<file path="config.mk">
export PLATFORM = sky130hd
export DESIGN_NAME = normalized_autocorrelation_top
export DESIGN_NICKNAME = d
export VERILOG_FILES = /design/src/sv/nac_pkg.sv /design/src/sv/normalized_autocorrelation_top.sv
export VERILOG_INCLUDE_DIRS = /design/src /design/src/sv
export SDC_FILE = /design/constraint.sdc
export NUM_CORES = 2
export LEC_CHECK = 0
export CAP_MARGIN = 25
export CORE_MARGIN = 2
export CORE_UTILIZATION = 48
export DETAILED_ROUTE_END_ITERATION = 12
export DONT_BUFFER_PORTS = 1
export GPL_ROUTABILITY_DRIVEN = 0
export PLACE_DENSITY_LB_ADDON = 0.15
export SLEW_MARGIN = 15
export SYNTH_ARGS = -nofsm -noshare
export SYNTH_HDL_FRONTEND = slang
export SYNTH_SLANG_ARGS = --single-unit
</file>
<file path="constraint.sdc">
create_clock -name i_clk -period 7.6 [get_ports i_clk]
set_input_delay 1.52 -clock i_clk [delete_from_list [all_inputs] [get_ports i_clk]]
set_output_delay 1.52 -clock i_clk [all_outputs]
set_load 0.1 [all_outputs]
</file>
<file path="src/sv/normalized_autocorrelation_top_defines.svh">
// assertion macros for the normalized autocorrelation block
`ifndef NORMALIZED_AUTOCORRELATION_TOP_DEFINES_SVH
`define NORMALIZED_AUTOCORRELATION_TOP_DEFINES_SVH

// same-cycle implication, checked while out of reset
`define NAC_ASSERT_NOW(lbl, ante, cons, msg) \
    lbl: assert property (@(posedge i_clk) disable iff (!i_rst_n) (ante) |-> (cons)) \
        else $error(msg);

// next-cycle implication, checked while out of reset
`define NAC_ASSERT_NEXT(lbl, ante, cons, msg) \
    lbl: assert property (@(posedge i_clk) disable iff (!i_rst_n) (ante) |=> (cons)) \
        else $error(msg);

`endif

</file>
<file path="src/sv/nac_pkg.sv">
// shared constants and types of the normalized autocorrelation block
`timescale 1ns / 1ps
`default_nettype none

package nac_pkg;

    localparam int MAX_SEG_LEN = 64;
    localparam int STORE_DEPTH = 64;
    localparam int ADDR_W      = $clog2(STORE_DEPTH);
    localparam int CNT_W       = $clog2(MAX_SEG_LEN + 1);
    localparam int LAG_W       = 6;
    localparam int SAMPLE_W    = 16;
    localparam int PROD_W      = 2 * SAMPLE_W;
    localparam int ACC_W       = 38;
    localparam int Q_W         = 16;
    localparam int DIV_STEPS   = Q_W;
    localparam int STEP_W      = $clog2(DIV_STEPS);

    // beat layouts
    localparam int IN_TDATA_W  = 16;
    localparam int OUT_TDATA_W = 24;

    // saturation limits of the q1.15 result
    localparam logic [Q_W-1:0] Q_POS_MAX = 16'h7FFF;
    localparam logic [Q_W-1:0] Q_NEG_MAG = 16'h8000;

    typedef enum logic [4:0] {
        S_IDLE = 5'b00001,
        S_MAC  = 5'b00010,
        S_PREP = 5'b00100,
        S_DIV  = 5'b01000,
        S_OUT  = 5'b10000
    } t_state;

endpackage

`default_nettype wire

</file>
<file path="src/sv/normalized_autocorrelation_top.sv">
// a segment of N samples is taken one beat per cycle while idle, then lag t runs (N - t)
// products through the shared multiply-accumulate loop, followed by divider setup, the
// bit-serial divider and an output beat that is held until the output ready takes it.
// the one multiplier serves every lag in turn. no input beat is taken while a segment
// is at work.
// reset is synchronous, active low, clears control state; the sample memory is not cleared.
`timescale 1ns / 1ps
`default_nettype none
`include "normalized_autocorrelation_top_defines.svh"

module normalized_autocorrelation_top (
    input  wire                            i_clk,
    input  wire                            i_rst_n,
    input  wire                            i_s_axis_tvalid,
    output logic                           o_s_axis_tready,
    // [15:0] sample
    input  wire  [nac_pkg::IN_TDATA_W-1:0] i_s_axis_tdata,
    // segment_end
    input  wire                            i_s_axis_tlast,
    output logic                           o_m_axis_tvalid,
    input  wire                            i_m_axis_tready,
    // [5:0] lag, [21:6] value, [23:22] zero
    output logic [nac_pkg::OUT_TDATA_W-1:0] o_m_axis_tdata,
    // last_lag
    output logic                           o_m_axis_tlast
);
    import nac_pkg::*;

    t_state r_state, n_state;

    logic signed [SAMPLE_W-1:0] r_mem [STORE_DEPTH];

    logic [CNT_W-1:0]           r_fill, n_fill;
    logic [CNT_W-1:0]           r_len, n_len;
    logic [LAG_W-1:0]           r_t, n_t;
    logic [CNT_W-1:0]           r_n, n_n;
    logic                       r_v1, r_v2;
    logic signed [SAMPLE_W-1:0] r_rd_a, r_rd_b;
    logic signed [PROD_W-1:0]   r_prod;
    logic signed [ACC_W-1:0]    r_acc, n_acc;
    logic [ACC_W-1:0]           r_energy, n_energy;
    logic [ACC_W:0]             r_rem, n_rem;
    logic                       r_neg, n_neg;
    logic [Q_W-1:0]             r_q, n_q;
    logic [STEP_W-1:0]          r_step, n_step;
    logic                       r_out_valid, n_out_valid;
    logic [LAG_W-1:0]           r_out_lag, n_out_lag;
    logic [Q_W-1:0]             r_out_value, n_out_value;
    logic                       r_out_last, n_out_last;

    logic                 w_in_acc;
    logic                 w_out_acc;
    logic                 w_close;
    logic                 w_issue;
    logic [CNT_W-1:0]     w_diff;
    logic [ADDR_W-1:0]    w_addr_a, w_addr_b;
    logic [ACC_W-1:0]     w_mag;
    logic                 w_ge;
    logic [ACC_W:0]       w_rem_sub;
    logic [Q_W-1:0]       w_q;
    logic [Q_W-1:0]       w_value;
    logic                 w_last;

    // handshakes
    assign o_s_axis_tready = (r_state == S_IDLE);
    assign w_in_acc        = i_s_axis_tvalid && o_s_axis_tready;
    assign w_out_acc       = r_out_valid && i_m_axis_tready;
    assign w_close         = i_s_axis_tlast || (r_fill + 1'b1 == CNT_W'(MAX_SEG_LEN));

    // lag product addresses: x[n] and x[n-t]
    assign w_issue  = (r_state == S_MAC) && (r_n < r_len);
    assign w_diff   = r_n - {1'b0, r_t};
    assign w_addr_a = r_n[ADDR_W-1:0];
    assign w_addr_b = w_diff[ADDR_W-1:0];

    // restoring divide step
    assign w_mag     = r_acc[ACC_W-1] ? ACC_W'(-r_acc) : ACC_W'(r_acc);
    assign w_ge      = r_rem >= {1'b0, r_energy};
    assign w_rem_sub = w_ge ? (r_rem - {1'b0, r_energy}) : r_rem;
    assign w_q       = {r_q[Q_W-2:0], w_ge};
    assign w_last    = ({1'b0, r_t} + 1'b1) == r_len;

    // saturate and apply sign; zero energy gives zero
    always_comb begin
        if (r_energy == '0) begin
            w_value = '0;
        end else if (r_neg) begin
            w_value = (w_q > Q_NEG_MAG) ? Q_NEG_MAG : Q_W'(-w_q);
        end else begin
            w_value = (w_q > Q_POS_MAX) ? Q_POS_MAX : w_q;
        end
    end

    // sample memory with registered reads
    always_ff @(posedge i_clk) begin
        if (w_in_acc) begin
            r_mem[r_fill[ADDR_W-1:0]] <= i_s_axis_tdata[SAMPLE_W-1:0];
        end
        r_rd_a <= r_mem[w_addr_a];
        r_rd_b <= r_mem[w_addr_b];
        r_prod <= r_rd_a * r_rd_b;
    end

    // sequencer
    always_comb begin
        n_state     = r_state;
        n_fill      = r_fill;
        n_len       = r_len;
        n_t         = r_t;
        n_n         = r_n;
        n_acc       = r_acc;
        n_energy    = r_energy;
        n_rem       = r_rem;
        n_neg       = r_neg;
        n_q         = r_q;
        n_step      = r_step;
        n_out_valid = r_out_valid;
        n_out_lag   = r_out_lag;
        n_out_value = r_out_value;
        n_out_last  = r_out_last;
        case (r_state)
            S_IDLE: begin
                if (w_in_acc) begin
                    if (w_close) begin
                        n_fill  = '0;
                        n_len   = r_fill + 1'b1;
                        n_t     = '0;
                        n_n     = '0;
                        n_acc   = '0;
                        n_state = S_MAC;
                    end else begin
                        n_fill = r_fill + 1'b1;
                    end
                end
            end
            S_MAC: begin
                if (w_issue) begin
                    n_n = r_n + 1'b1;
                end
                if (r_v2) begin
                    n_acc = r_acc + {{(ACC_W-PROD_W){r_prod[PROD_W-1]}}, r_prod};
                end
                if (!w_issue && !r_v1 && !r_v2) begin
                    if (r_t == '0) begin
                        n_energy = ACC_W'(r_acc);
                    end
                    n_state = S_PREP;
                end
            end
            S_PREP: begin
                n_rem   = {1'b0, w_mag};
                n_neg   = r_acc[ACC_W-1];
                n_q     = '0;
                n_step  = '0;
                n_state = S_DIV;
            end
            S_DIV: begin
                n_rem  = {w_rem_sub[ACC_W-1:0], 1'b0};
                n_q    = w_q;
                n_step = r_step + 1'b1;
                if (r_step == STEP_W'(DIV_STEPS - 1)) begin
                    n_out_valid = 1'b1;
                    n_out_lag   = r_t;
                    n_out_value = w_value;
                    n_out_last  = w_last;
                    n_state     = S_OUT;
                end
            end
            S_OUT: begin
                if (w_out_acc) begin
                    n_out_valid = 1'b0;
                    if (r_out_last) begin
                        n_state = S_IDLE;
                    end else begin
                        n_t     = r_t + 1'b1;
                        n_n     = {1'b0, r_t} + 1'b1;
                        n_acc   = '0;
                        n_state = S_MAC;
                    end
                end
            end
            default: begin
                n_state = S_IDLE;
            end
        endcase
    end

    // control registers
    always_ff @(posedge i_clk) begin
        if (!i_rst_n) begin
            r_state     <= S_IDLE;
            r_fill      <= '0;
            r_v1        <= 1'b0;
            r_v2        <= 1'b0;
            r_out_valid <= 1'b0;
            r_energy    <= '0;
        end else begin
            r_state     <= n_state;
            r_fill      <= n_fill;
            r_v1        <= w_issue;
            r_v2        <= r_v1;
            r_out_valid <= n_out_valid;
            r_energy    <= n_energy;
        end
    end

    // datapath registers
    always_ff @(posedge i_clk) begin
        r_len       <= n_len;
        r_t         <= n_t;
        r_n         <= n_n;
        r_acc       <= n_acc;
        r_rem       <= n_rem;
        r_neg       <= n_neg;
        r_q         <= n_q;
        r_step      <= n_step;
        r_out_lag   <= n_out_lag;
        r_out_value <= n_out_value;
        r_out_last  <= n_out_last;
    end

    // output beat
    assign o_m_axis_tvalid = r_out_valid;
    assign o_m_axis_tdata  = {{(OUT_TDATA_W-Q_W-LAG_W){1'b0}}, r_out_value, r_out_lag};
    assign o_m_axis_tlast  = r_out_last;

    // checks
    `NAC_ASSERT_NOW(a_no_overlap, o_s_axis_tready, !o_m_axis_tvalid,
        "input taken while a result is pending")
    `NAC_ASSERT_NOW(a_lag0_unity, r_out_valid && (r_out_lag == '0) && (r_energy != '0),
        r_out_value == Q_POS_MAX, "lag zero is not saturated unity")
    `NAC_ASSERT_NEXT(a_close_starts, w_in_acc && w_close, r_state == S_MAC,
        "closing sample did not start the lag loop")
    `NAC_ASSERT_NOW(a_last_flag, r_out_valid,
        r_out_last == (({1'b0, r_out_lag} + 1'b1) == r_len), "last lag flag mismatch")

endmodule

`default_nettype wire
</file>
==> flow_summary.yaml <==
clocking:
  htreeDepth: 4
  clkSlewWorstSetupHoldPaths_ns: 0.06
  cts_made_buffers: 143
  cts_sinks: 1281
  root_buffer: "clkbuf_16"
  post_cts_resized: 0
  hold_buffers: 0
  clock_latency_ns: 0.79
  clockBufferDepth: 3
  cts_tree: "done"
  cts_setup_buffers: 0
grt:
  grt_pass1_wl_um: 298000
  grt_use_total: 0.271
  grt_pass1_vias: 43400
  antenna_found_initial: 11
  grt_max_degree: 127
  gr-total-overflow: 0
setup_path:
  critPathMaxFanout: 16
  r2r-end: "r_prod[30]"
  path_class: "flop to flop"
  cp_data_arrival_time_ns: 7.49
  r2r_cells: 21
  cp-end-kind: "flop"
  required_ns: 8.27
  r2r_setup_slack_ns: 0.78
  start_kind: "flop"
  reg2reg_from: "r_rd_b[2]"
synthesis:
  synth_top_cell_area_share: 0.488
  ys_ff_latch: 1281
  syn_area_um2: 71600
  yosys_warnings: 0
  synth_cell_types: 88
  synth_area_leaders: "edfxtp_1 (49%), mux4_2 (21%), fa_1 (7.4%), dfxtp_1 (3.3%), ha_1 (3.1%)"
  async_reset_ff_frac: 0
  synth_cells: 4638
  yosys.area.top_type: "edfxtp_1"
  synth_edf_count: 1164
  ys_seq_area_frac: 0.521
  avgSynthCellArea_um2: 15.4
  synthFlopType: "edfxtp_1"
sta:
  fmax_mhz: 147
  fin_crit_ns: 6.82
  skew_ns: 0.0615
  slew_headroom: 0.274
  timing.setup.tns_ns: 0
  post-route-period-util: 0.897
  drv_slew: 0
  final_hold_viol_count: 0
  tightest_slew_ns: 1.08
  rsz0062_at_grt: "no"
  finalSetupViolCount: 0
place:
  port_buffers: 0
  detailed_place_hpwl_um: 126000
detailed_routing:
  drt_pass1_iterations: 7
  wire_per_inst_um: 30.3
  via_per_inst: 6.35
  post-route-drc-count: 0
  vias: 42500
  ant_nets: 0
  drt-total-wl_um: 203000
  dr.first_iter.drc_count: 4258
die:
  die_area_um2: 152000
  pin_count: 48
  start_util: 0.484
  core_um2: 148000
  die_h_um: 390
  fp-row-count: 141
  die_width_um: 390
flow_run:
  maxCapViolCount: 0
worst_hold_path:
  hold_depth: 1
  hold_class: "flop to flop"
  min_to: "r_v2"
  hold_path_startpoint: "r_v1"
finish:
  n_antenna_cell: 0
  final_layout_size_suffix_gt1_frac: 0.230
  nNetsFinal: 5106
  final_cell_mix: "edfxtp_1 (1164), mux4_2 (656), inv_1 (365)"
  final_common_cell: "edfxtp_1"
  area.growth.synth_to_final_pct: 10.2
  fill_cells: 12000
outcome:
  status: "complete, no violations"
## critical path, cell delays in order (launching register included)
cell and delay, ns:
dfxtp_1 0.79, nand2_1 0.19, fa_1 0.52, fa_1 0.51, fa_1 0.51, inv_1 0.05
fa_1 0.51, fa_1 0.50, inv_1 0.05, fa_1 0.47, inv_1 0.04, ha_1 0.35
a21o_1 0.20, a21o_1 0.17, a21o_1 0.18, nor3b_1 0.18, a21oi_1 0.16, and3_1 0.24
or4_1 0.52, a31o_2 0.26, a21oi_1 0.17, xnor2_1 0.13
## worst max-delay path by stage
stage / slack, ns / startpoint / cells past startpoint / to
4_1_cts: 0.77 / r_rd_a[8] / 21 / r_prod[30]
5_1_grt: 0.44 / r_rd_b[1] / 23 / r_prod[31]
3_5_place_dp: 0.83 / r_rd_a[8] / 21 / r_prod[30]
3_3_place_gp: 0.88 / r_rd_b[1] / 21 / r_prod[30]
6_report: 0.78 / r_rd_b[2] / 21 / r_prod[30]
2_1_floorplan: 1.34 / r_rd_a[7] / 24 / r_prod[30]
## synthesized netlist by cell type, drive strengths merged, types with 65 or more instances
master	number
edfxtp	1164
mux4	656
inv	366
nand2	272
fa	265
nor2	230
clkbuf	182
ha	175
and2	151
a21oi	135
dfxtp	117
xnor2	101
nand3	96
o21ai	95
buf	82
a21o	65
## cell families after synthesis
family,Yosys count,synth area share
flops,1281,0.521
fa+ha+maj,440,0.105
simple gates,937,0.0638
other cells,1,0.0000524
buf+inv,631,0.0336
mux,674,0.209
compound gates,512,0.0477
xor+xnor,162,0.0199
## stage by stage
| stage | instance area [um^2] | std cells | setup slack [ns] | hold slack, ns | utilization |
|---|---|---|---|---|---|
| finish | 78900 | 6691 | 0.779 | 0.457 | 0.534 |
| floorplan | 71600 | 4639 | 1.34 | 0.431 | - |
| CTS | 78900 | 6691 | 0.770 | 0.462 | 0.534 |
| global route | 78900 | 6691 | 0.439 | 0.492 | 0.534 |
| global placement | 74200 | 6425 | 0.881 | 0.441 | 0.502 |
| detailed placement | 74300 | 6430 | 0.832 | 0.456 | 0.502 |
## state kept, by name (all words and copies together) (netlist names)
signal,count
r_mem,1024
r_rem,39
r_acc,38
r_energy,38
r_prod,32
r_out_value,16
r_rd_a,16
r_rd_b,16
r_q,15
r_fill,7
r_len,7
r_n,7
r_out_lag,6
r_t,6
r_state,5
r_step,4
o_m_axis_tlast,1
o_m_axis_tvalid,1
r_neg,1
r_v1,1
r_v2,1
## routing by layer
| layer | wire length, um | track usage | vias to the layer above |
|---|---|---|---|
| met5 | 10 | 0 | - |
| met4 | 8280 | 0.101 | 2 |
| met3 | 16500 | 0.0571 | 353 |
| met2 | 101000 | 0.455 | 1764 |
| met1 | 76900 | 0.349 | 22500 |
| li1 | - | - | 17900 |
## final cells by class
| cell class | instances | area (um^2) | share of cell area |
|---|---|---|---|
| Sequential cell | 1281 | 37300 | 0.473 |
| Multi-Input combinational cell | 2727 | 32100 | 0.407 |
| Clock buffer | 186 | 3850 | 0.0489 |
| Tap cell | 1930 | 2410 | 0.0306 |
| Inverter | 367 | 1380 | 0.0175 |
| Timing Repair Buffer | 125 | 1080 | 0.0138 |
| Clock inverter | 75 | 746 | 0.00945 |
Power is left out: the tool's default activity adds up to more than one toggle a clock period on the data nets, which glitch-free logic cannot reach.
